### config.mk
export PLATFORM = sky130hd
export DESIGN_NAME = multi_tap_sequence_detector
export DESIGN_NICKNAME = d
export VERILOG_FILES = /design/src/rtl/core/mtsd_pkg.sv /design/src/rtl/core/mtsd_cfg.sv /design/src/rtl/core/mtsd_seq.sv /design/src/rtl/core/mtsd_out_stage.sv /design/src/rtl/core/multi_tap_sequence_detector.sv
export SDC_FILE = /design/constraint.sdc
export NUM_CORES = 1
export LEC_CHECK = 0
export BUFFER_PORTS_ARGS = -buffer_cell sky130_fd_sc_hd__buf_2
export CAP_MARGIN = 10
export CORE_MARGIN = 2
export CORE_UTILIZATION = 25
export DETAILED_ROUTE_END_ITERATION = 12
export PLACE_DENSITY = 0.48
export SYNTH_ARGS = -nofsm -noshare
export SYNTH_HDL_FRONTEND = slang
export SYNTH_SLANG_ARGS = --single-unit
### constraint.sdc
create_clock -name clk -period 19.4 [get_ports clk]
set_input_delay 1.94 -clock clk [delete_from_list [all_inputs] [get_ports clk]]
set_output_delay 1.94 -clock clk [all_outputs]
set_load 0.005 [all_outputs]
### src/rtl/core/mtsd_pkg.sv
package mtsd_pkg;

  localparam int unsigned BUTTON_W   = 16;
  localparam int unsigned INDEX_W    = 4;
  localparam int unsigned DELTA_W    = 16;
  localparam int unsigned TAPS_W     = 8;
  localparam int unsigned GAP_W      = 24;
  localparam int unsigned LOCK_W     = 5;
  localparam int unsigned CFG_IDX_W  = 1;
  localparam int unsigned CFG_DATA_W = 24;

  localparam int unsigned BUTTON_COUNT_DEF = 16;

  localparam logic [TAPS_W-1:0] TAPS_RESET = 8'd2;
  localparam logic [TAPS_W-1:0] MIN_TAPS   = 8'd2;
  localparam logic [GAP_W-1:0]  GAP_RESET  = 24'd1000;

  localparam logic [CFG_IDX_W-1:0] REG_REQUIRED_TAPS = 1'b0;
  localparam logic [CFG_IDX_W-1:0] REG_MAX_GAP_TICKS = 1'b1;

  localparam logic MODE_UPDATE = 1'b0;
  localparam logic MODE_CLEAR  = 1'b1;

  typedef struct packed {
    logic                mode;
    logic [BUTTON_W-1:0] buttons_now;
    logic [BUTTON_W-1:0] buttons_before;
    logic [INDEX_W-1:0]  button_index;
    logic [DELTA_W-1:0]  delta_ticks;
  } in_item_t;

  typedef struct packed {
    logic              accepted;
    logic              completed;
    logic [TAPS_W-1:0] taps_so_far;
    logic              waiting;
  } out_item_t;

  typedef struct packed {
    logic              taps_we;
    logic              gap_we;
    logic [TAPS_W-1:0] taps;
    logic [GAP_W-1:0]  gap;
  } cfg_wr_t;

endpackage

### src/rtl/core/mtsd_cfg.sv
module mtsd_cfg (
  input  logic                            clk,
  input  logic                            rst_n,
  input  logic                            wr_en,
  input  logic [mtsd_pkg::CFG_IDX_W-1:0]  wr_index,
  input  logic [mtsd_pkg::CFG_DATA_W-1:0] wr_data,
  output logic [mtsd_pkg::TAPS_W-1:0]     required_taps,
  output logic [mtsd_pkg::GAP_W-1:0]      max_gap_ticks,
  output mtsd_pkg::cfg_wr_t               wr_event
);
  import mtsd_pkg::*;

  logic [TAPS_W-1:0] required_taps_r;
  logic [GAP_W-1:0]  max_gap_ticks_r;
  logic [TAPS_W-1:0] taps_val;
  logic [GAP_W-1:0]  gap_val;

  // Writes with a tap count below the minimum or a zero window are dropped.
  assign taps_val = wr_data[TAPS_W-1:0];
  assign gap_val  = wr_data[GAP_W-1:0];

  always_comb begin
    wr_event.taps    = taps_val;
    wr_event.gap     = gap_val;
    wr_event.taps_we = wr_en && (wr_index == REG_REQUIRED_TAPS) && (taps_val >= MIN_TAPS);
    wr_event.gap_we  = wr_en && (wr_index == REG_MAX_GAP_TICKS) && (gap_val != '0);
  end

  always_ff @(posedge clk) begin
    if (!rst_n) begin
      required_taps_r <= TAPS_RESET;
      max_gap_ticks_r <= GAP_RESET;
    end else begin
      if (wr_event.taps_we) begin
        required_taps_r <= taps_val;
      end
      if (wr_event.gap_we) begin
        max_gap_ticks_r <= gap_val;
      end
    end
  end

  assign required_taps = required_taps_r;
  assign max_gap_ticks = max_gap_ticks_r;

endmodule

### src/rtl/core/mtsd_seq.sv
module mtsd_seq #(
  parameter int unsigned BUTTON_COUNT = mtsd_pkg::BUTTON_COUNT_DEF
) (
  input  logic                        clk,
  input  logic                        rst_n,
  input  logic                        fire,
  input  mtsd_pkg::in_item_t          item,
  input  logic [mtsd_pkg::TAPS_W-1:0] required_taps,
  input  logic [mtsd_pkg::GAP_W-1:0]  max_gap_ticks,
  input  mtsd_pkg::cfg_wr_t           cfg_wr,
  output mtsd_pkg::out_item_t         result
);
  import mtsd_pkg::*;

  localparam logic [LOCK_W-1:0] LOCK_NONE = LOCK_W'(BUTTON_COUNT);

  logic [TAPS_W-1:0] tap_count_r,  tap_count_nxt;
  logic [GAP_W-1:0]  gap_elapsed_r, gap_elapsed_nxt;
  logic [LOCK_W-1:0] locked_r,     locked_nxt;
  logic [TAPS_W-1:0] taps_need_r,  taps_need_nxt;
  logic [GAP_W-1:0]  gap_limit_r,  gap_limit_nxt;
  logic              done_r,       done_nxt;

  logic [GAP_W:0]    gap_sum;
  logic              idx_ok;
  logic              pressed;
  logic              accepted;

  assign gap_sum = {1'b0, gap_elapsed_r} + (GAP_W+1)'(item.delta_ticks);
  assign idx_ok  = LOCK_W'(item.button_index) < LOCK_W'(BUTTON_COUNT);
  assign pressed = item.buttons_now[item.button_index] &&
                   !item.buttons_before[item.button_index];

  always_comb begin
    tap_count_nxt   = tap_count_r;
    gap_elapsed_nxt = gap_elapsed_r;
    locked_nxt      = locked_r;
    taps_need_nxt   = taps_need_r;
    gap_limit_nxt   = gap_limit_r;
    done_nxt        = done_r;
    accepted        = 1'b1;

    if (item.mode == MODE_CLEAR) begin
      tap_count_nxt   = '0;
      gap_elapsed_nxt = '0;
      locked_nxt      = LOCK_NONE;
      taps_need_nxt   = required_taps;
      gap_limit_nxt   = max_gap_ticks;
      done_nxt        = 1'b0;
    end else if (!idx_ok ||
                 ((tap_count_r != '0) && (locked_r != LOCK_W'(item.button_index)))) begin
      accepted = 1'b0;
    end else begin
      done_nxt = 1'b0;
      // The gap advances first; an expired sequence clears before the tap is seen.
      if ((tap_count_r != '0) && (item.delta_ticks != '0)) begin
        if (gap_sum > {1'b0, gap_limit_r}) begin
          tap_count_nxt   = '0;
          gap_elapsed_nxt = '0;
          locked_nxt      = LOCK_NONE;
          taps_need_nxt   = required_taps;
          gap_limit_nxt   = max_gap_ticks;
        end else begin
          gap_elapsed_nxt = gap_sum[GAP_W-1:0];
        end
      end
      if (pressed) begin
        if (tap_count_nxt == '0) begin
          tap_count_nxt   = TAPS_W'(1);
          gap_elapsed_nxt = '0;
          locked_nxt      = LOCK_W'(item.button_index);
          taps_need_nxt   = required_taps;
          gap_limit_nxt   = max_gap_ticks;
        end else begin
          tap_count_nxt   = tap_count_nxt + TAPS_W'(1);
          gap_elapsed_nxt = '0;
        end
        if (tap_count_nxt >= taps_need_nxt) begin
          tap_count_nxt   = '0;
          gap_elapsed_nxt = '0;
          locked_nxt      = LOCK_NONE;
          taps_need_nxt   = required_taps;
          gap_limit_nxt   = max_gap_ticks;
          done_nxt        = 1'b1;
        end
      end
    end
  end

  always_ff @(posedge clk) begin
    if (!rst_n) begin
      tap_count_r   <= '0;
      gap_elapsed_r <= '0;
      locked_r      <= LOCK_NONE;
      taps_need_r   <= TAPS_RESET;
      gap_limit_r   <= GAP_RESET;
      done_r        <= 1'b0;
    end else if (fire) begin
      tap_count_r   <= tap_count_nxt;
      gap_elapsed_r <= gap_elapsed_nxt;
      locked_r      <= locked_nxt;
      taps_need_r   <= taps_need_nxt;
      gap_limit_r   <= gap_limit_nxt;
      done_r        <= done_nxt;
    end else if (tap_count_r == '0) begin
      // With no sequence running and no item firing, register writes also reach the latched copies.
      if (cfg_wr.taps_we) begin
        taps_need_r <= cfg_wr.taps;
      end
      if (cfg_wr.gap_we) begin
        gap_limit_r <= cfg_wr.gap;
      end
    end
  end

  always_comb begin
    result.accepted    = accepted;
    result.completed   = done_nxt;
    result.taps_so_far = tap_count_nxt;
    result.waiting     = (tap_count_nxt != '0);
  end

endmodule

### src/rtl/core/mtsd_out_stage.sv
module mtsd_out_stage (
  input  logic                clk,
  input  logic                rst_n,
  input  logic                load,
  input  mtsd_pkg::out_item_t load_item,
  input  logic                stall,
  output logic                valid,
  output mtsd_pkg::out_item_t item,
  output logic                can_load
);
  import mtsd_pkg::*;

  logic      valid_r;
  out_item_t item_r;

  assign can_load = !valid_r || !stall;

  always_ff @(posedge clk) begin
    if (!rst_n) begin
      valid_r <= 1'b0;
    end else if (can_load) begin
      valid_r <= load;
    end
  end

  always_ff @(posedge clk) begin
    if (load && can_load) begin
      item_r <= load_item;
    end
  end

  assign valid = valid_r;
  assign item  = item_r;

endmodule

### src/rtl/core/multi_tap_sequence_detector.sv
// Multi-tap sequence detector: counts taps (rising edges) on one watched
// button and flags when the configured number of taps arrives in time.
// Input channel: in_valid, in_stall and in_data carry one update item; an
// item is taken at a clock edge with in_valid high and in_stall low.
// Result channel: out_valid, out_stall and out_data carry one result item
// for every input item, in order.
// Configuration: cfg_valid, cfg_ready, cfg_index and cfg_data write the tap
// count (index 0) or the gap window (index 1); cfg_ready is always high.
// Write configuration only while no item is in flight.
// A result is registered in the output stage when its item leaves the input
// register, and one item is taken every cycle while out_stall holds no
// result. The rate is set by the single registered pass over the sequence
// state, which holds the gap add and compare and the tap counter and compare.
// A synchronous reset on rst_n low empties both stages, sets the registers
// to their defaults and ends any running sequence.
// When out_stall holds a result, the item behind it waits in the input
// register and in_stall rises only once both stages are full.
module multi_tap_sequence_detector #(
  parameter int unsigned BUTTON_COUNT = mtsd_pkg::BUTTON_COUNT_DEF
) (
  input  logic                            clk,
  input  logic                            rst_n,
  input  logic                            in_valid,
  output logic                            in_stall,
  input  mtsd_pkg::in_item_t              in_data,
  output logic                            out_valid,
  input  logic                            out_stall,
  output mtsd_pkg::out_item_t             out_data,
  input  logic                            cfg_valid,
  output logic                            cfg_ready,
  input  logic [mtsd_pkg::CFG_IDX_W-1:0]  cfg_index,
  input  logic [mtsd_pkg::CFG_DATA_W-1:0] cfg_data
);
  import mtsd_pkg::*;

  logic              in_valid_r;
  in_item_t          in_item_r;
  logic              out_can_load;
  logic              fire;
  logic [TAPS_W-1:0] required_taps;
  logic [GAP_W-1:0]  max_gap_ticks;
  cfg_wr_t           cfg_wr;
  out_item_t         result;

  assign cfg_ready = 1'b1;
  assign in_stall  = in_valid_r && !out_can_load;
  assign fire      = in_valid_r && out_can_load;

  always_ff @(posedge clk) begin
    if (!rst_n) begin
      in_valid_r <= 1'b0;
    end else if (!in_stall) begin
      in_valid_r <= in_valid;
    end
  end

  always_ff @(posedge clk) begin
    if (in_valid && !in_stall) begin
      in_item_r <= in_data;
    end
  end

  mtsd_cfg u_cfg (
    .clk           (clk),
    .rst_n         (rst_n),
    .wr_en         (cfg_valid && cfg_ready),
    .wr_index      (cfg_index),
    .wr_data       (cfg_data),
    .required_taps (required_taps),
    .max_gap_ticks (max_gap_ticks),
    .wr_event      (cfg_wr)
  );

  mtsd_seq #(
    .BUTTON_COUNT (BUTTON_COUNT)
  ) u_seq (
    .clk           (clk),
    .rst_n         (rst_n),
    .fire          (fire),
    .item          (in_item_r),
    .required_taps (required_taps),
    .max_gap_ticks (max_gap_ticks),
    .cfg_wr        (cfg_wr),
    .result        (result)
  );

  mtsd_out_stage u_out (
    .clk       (clk),
    .rst_n     (rst_n),
    .load      (fire),
    .load_item (result),
    .stall     (out_stall),
    .valid     (out_valid),
    .item      (out_data),
    .can_load  (out_can_load)
  );

`ifndef SYNTHESIS
  a_waiting_matches_count: assert property (@(posedge clk) disable iff (!rst_n)
    out_valid |-> (out_data.waiting == (out_data.taps_so_far != '0)))
    else $error("waiting flag disagrees with tap count");

  a_completed_clears: assert property (@(posedge clk) disable iff (!rst_n)
    (out_valid && out_data.completed) |-> (out_data.taps_so_far == '0))
    else $error("completed result still shows a running sequence");

  a_taps_reg_legal: assert property (@(posedge clk) disable iff (!rst_n)
    required_taps >= MIN_TAPS)
    else $error("tap count register below minimum");

  a_in_stall_only_when_full: assert property (@(posedge clk) disable iff (!rst_n)
    in_stall |-> (out_valid && out_stall))
    else $error("input stalled while the result stage can move");
`endif

endmodule
==> flow_summary.json <==
{
  "antennaDiodeCount": 0,
  "share_comb_of_total_power_pct": 13.5,
  "rows": 70,
  "clk_pin_slew_worst_paths_ns": 0.07,
  "fin_crit_sh_pct": 43.9,
  "ys_dominant_reg_cell": "dfxtp_1",
  "dr.first_iter.drc_count": 430,
  "cts_root_buf": "clkbuf_16",
  "cpMostUsedCell": "a21oi_1",
  "nFillCells": 3888,
  "core_um2": 36600,
  "timing.fmax_mhz": 117,
  "cts_tree": "yes",
  "cts_resized": 0,
  "final.setup.worst_slack_ns": 10.88,
  "p_clk_share_pct": 39.6,
  "final_util_pct": 29.5,
  "wl_met1_um": 12400,
  "synth_edf_count": 64,
  "netSwitchingFraction_pct": 28.8,
  "worst-path-buf-inv": 1,
  "die_area_um2": 38700,
  "setup_viol": 0,
  "post-place-ws_ns": 10.92,
  "power.internal_uw": 601,
  "synthArstFlopShare_pct": 0,
  "highest_layer": "met5",
  "setup_tns_ns": 0,
  "route.met3.wl_um": 1020,
  "cap_violations": 0,
  "die_width_um": 197,
  "cp.arrival_ns": 8.83,
  "place_hpwl_um": 18300,
  "io_buffers": 95,
  "htreeDepth": 4,
  "final.setup_skew_ns": 0.0113,
  "min_period_ns": 8.52,
  "clock_sinks": 168,
  "ant_nets": 0,
  "synthTopCellsByCount": "104 x dfxtp_1, 69 x nand2_1, 68 x o21ai_0",
  "hold_viol_final": 0,
  "slew_violations": 0,
  "max_stage_delay_ns": 0.43,
  "synth_area_leaders": "dfxtp_1 22%, edfxtp_1 21%, ha_1 6.7%, mux2i_1 4.3%, nor2b_1 4.0%",
  "rsz0062_at_grt": "false",
  "drt-vias-per-instance": 4.86,
  "syn_nets": 1086,
  "p_per_area_nw_per_um2": 78.3,
  "antenna_found_initial": 3,
  "initial_utilization_pct": 25.4,
  "ys_seq_area_share_pct": 43.1,
  "ys_seq_elements": 168,
  "grt_pass1_vias": 7062,
  "die_y_um": 197,
  "ys_types": 93,
  "p_leak_uw": 0.00424,
  "post_cts_buffers": 0,
  "wl_met2_um": 11400,
  "gp_congestion": 0.847,
  "yosys.area.top_type_share_pct": 22.4,
  "ios": 97,
  "status": "finished clean",
  "p_seq_share_pct": 46.9,
  "path_max_fanout": 25,
  "cts_buffers": 17,
  "synth_cells": 952,
  "finish.net_count": 1164,
  "tightest_slew_ns": 0.952,
  "clockBufferDepth": 2,
  "wl_um": 25000,
  "crit_family": "compound AO/OA/AOI/OAI gates",
  "clk_latency_ns": 0.43,
  "grt_pass1_wl_um": 39700,
  "slowest_stage": "fa_1",
  "max-slew-margin-rel_pct": 36.4,
  "critPathKind": "flop to flop",
  "yosysMostFrequentCell": "dfxtp_1",
  "drc": 0,
  "track_usage_pct": 13.1,
  "routed-via-count": 7339,
  "crit_path_start_kind": "flop",
  "critPathCaptureType": "flop",
  "syn_area_um2": 9280,
  "required_ns": 19.70,
  "ir_drop_mv": 0.0493,
  "grt_max_degree": 54,
  "area.growth.synth_to_final_pct": 16.2,
  "hold_ws_ns": 0.477,
  "cts_hold_buf": 0,
  "grt-ovfl-total": 0,
  "first_pass_iters": 5,
  "hold_path_class": "flop to flop",
  "synth_top_area_cell": "dfxtp_1",
  "drive_above_1_share_pct": 17.1,
  "avgRoutedWirePerCell_um": 16.6,
  "avgSynthCellArea_um2": 9.75,
  "p_sw_uw": 244,
  "yosys_warnings": 0
}
==> area by class of cell <==
type | count | area, um2 | area share, %
Clock buffer | 17 | 425 | 3.94
Timing Repair Buffer | 104 | 563 | 5.22
Tap cell | 468 | 586 | 5.43
Inverter | 48 | 180 | 1.67
Sequential cell | 168 | 4000 | 37.1
Clock inverter | 15 | 155 | 1.44
Multi-Input combinational cell | 691 | 4870 | 45.2
==> metrics by stage <==
step	std cells	area, um2	total power [uW]
global route	1511	10800	886
finish	1511	10800	845
global placement	1478	10200	518
floorplan	952	9280	479
CTS	1510	10800	857
detailed placement	1478	10200	518
==> worst paths after layout <==
check / startpoint / end / slack, ns / cells past startpoint
max: in_item_r[0]$_DFFE_PP_ / u_seq.gap_limit_r[23]$_SDFFE_PN0P_ / 10.88 / 34
min: u_cfg.max_gap_ticks[7]$_SDFFE_PN1P_ / u_cfg.max_gap_ticks[7]$_SDFFE_PN1P_ / 0.48 / 2
max reg2reg: in_item_r[0]$_DFFE_PP_ / u_seq.gap_limit_r[23]$_SDFFE_PN0P_ / 10.88 / 34
min reg2reg: u_cfg.max_gap_ticks[7]$_SDFFE_PN1P_ / u_cfg.max_gap_ticks[7]$_SDFFE_PN1P_ / 0.48 / 2
==> sequential cells by signal, indices dropped and copies added (netlist names), 5 cells and up <==
register / flops
u_seq.locked_r: 5
in_item_r: 53
u_cfg.required_taps: 8
u_out.item: 11
u_seq.taps_need_r: 8
u_cfg.max_gap_ticks: 24
u_seq.tap_count_r: 8
u_seq.gap_elapsed_r: 24
u_seq.gap_limit_r: 24
==> power by group through the flow <==
stage | combinational, uW | sequential [uW] | clock (uW)
final | 114 | 396 | 334
after global routing | 128 | 399 | 360
after CTS | 114 | 396 | 346
after detailed placement | 114 | 404 | 0
after global placement | 113 | 405 | 0
after floorplan | 79.3 | 400 | 0
==> per-layer routing <==
layer / vias to the layer above / global-route usage, %
li1: 3655 / -
met1: 3505 / 18.3
met2: 162 / 21.0
met3: 15 / 2.53
met4: 2 / 3.06
met5: - / 0
==> worst reg2reg max path, delay by kind of cell (launching register included) <==
| family | cells | cell delay (ns) |
|---|---|---|
| XOR/XNOR | 1 | 0.29 |
| flip-flops | 1 | 0.37 |
| adder cells (fa/ha/maj) | 5 | 1.39 |
| AND/OR/NAND/NOR | 9 | 2.15 |
| buffers and inverters | 1 | 0.06 |
| AO/OA/AOI/OAI | 18 | 4.13 |
==> cell families after synthesis <==
kind of cell,synth area share [%]
AOI/OAI and AO/OA,18.1
xor gates and xnor gates,2.64
adders and majority gates,6.96
buffers and inverters,4.42
DFF,43.1
muxes,4.44
other,0.0404
and+or+nand+nor,20.2
==> layout by cell type (no fill, tap or decap), drive strengths merged, types with 9 or more instances in the layout <==
master  count
nand4      11
mux2i      40
and3        9
nor3b      11
xnor2      23
nor2       33
nor4       17
nor2b      60
edfxtp     64
o21ai      73
or3        22
nor3       22
o21a        9
clkbuf     17
a22oi      22
o221ai     10
nand3      26
dfxtp     104
ha         50
inv        55
buf       104
a21oi      51
nand2      70
a21boi     16
nand2b     10
Power figures use the tool's default switching activity.
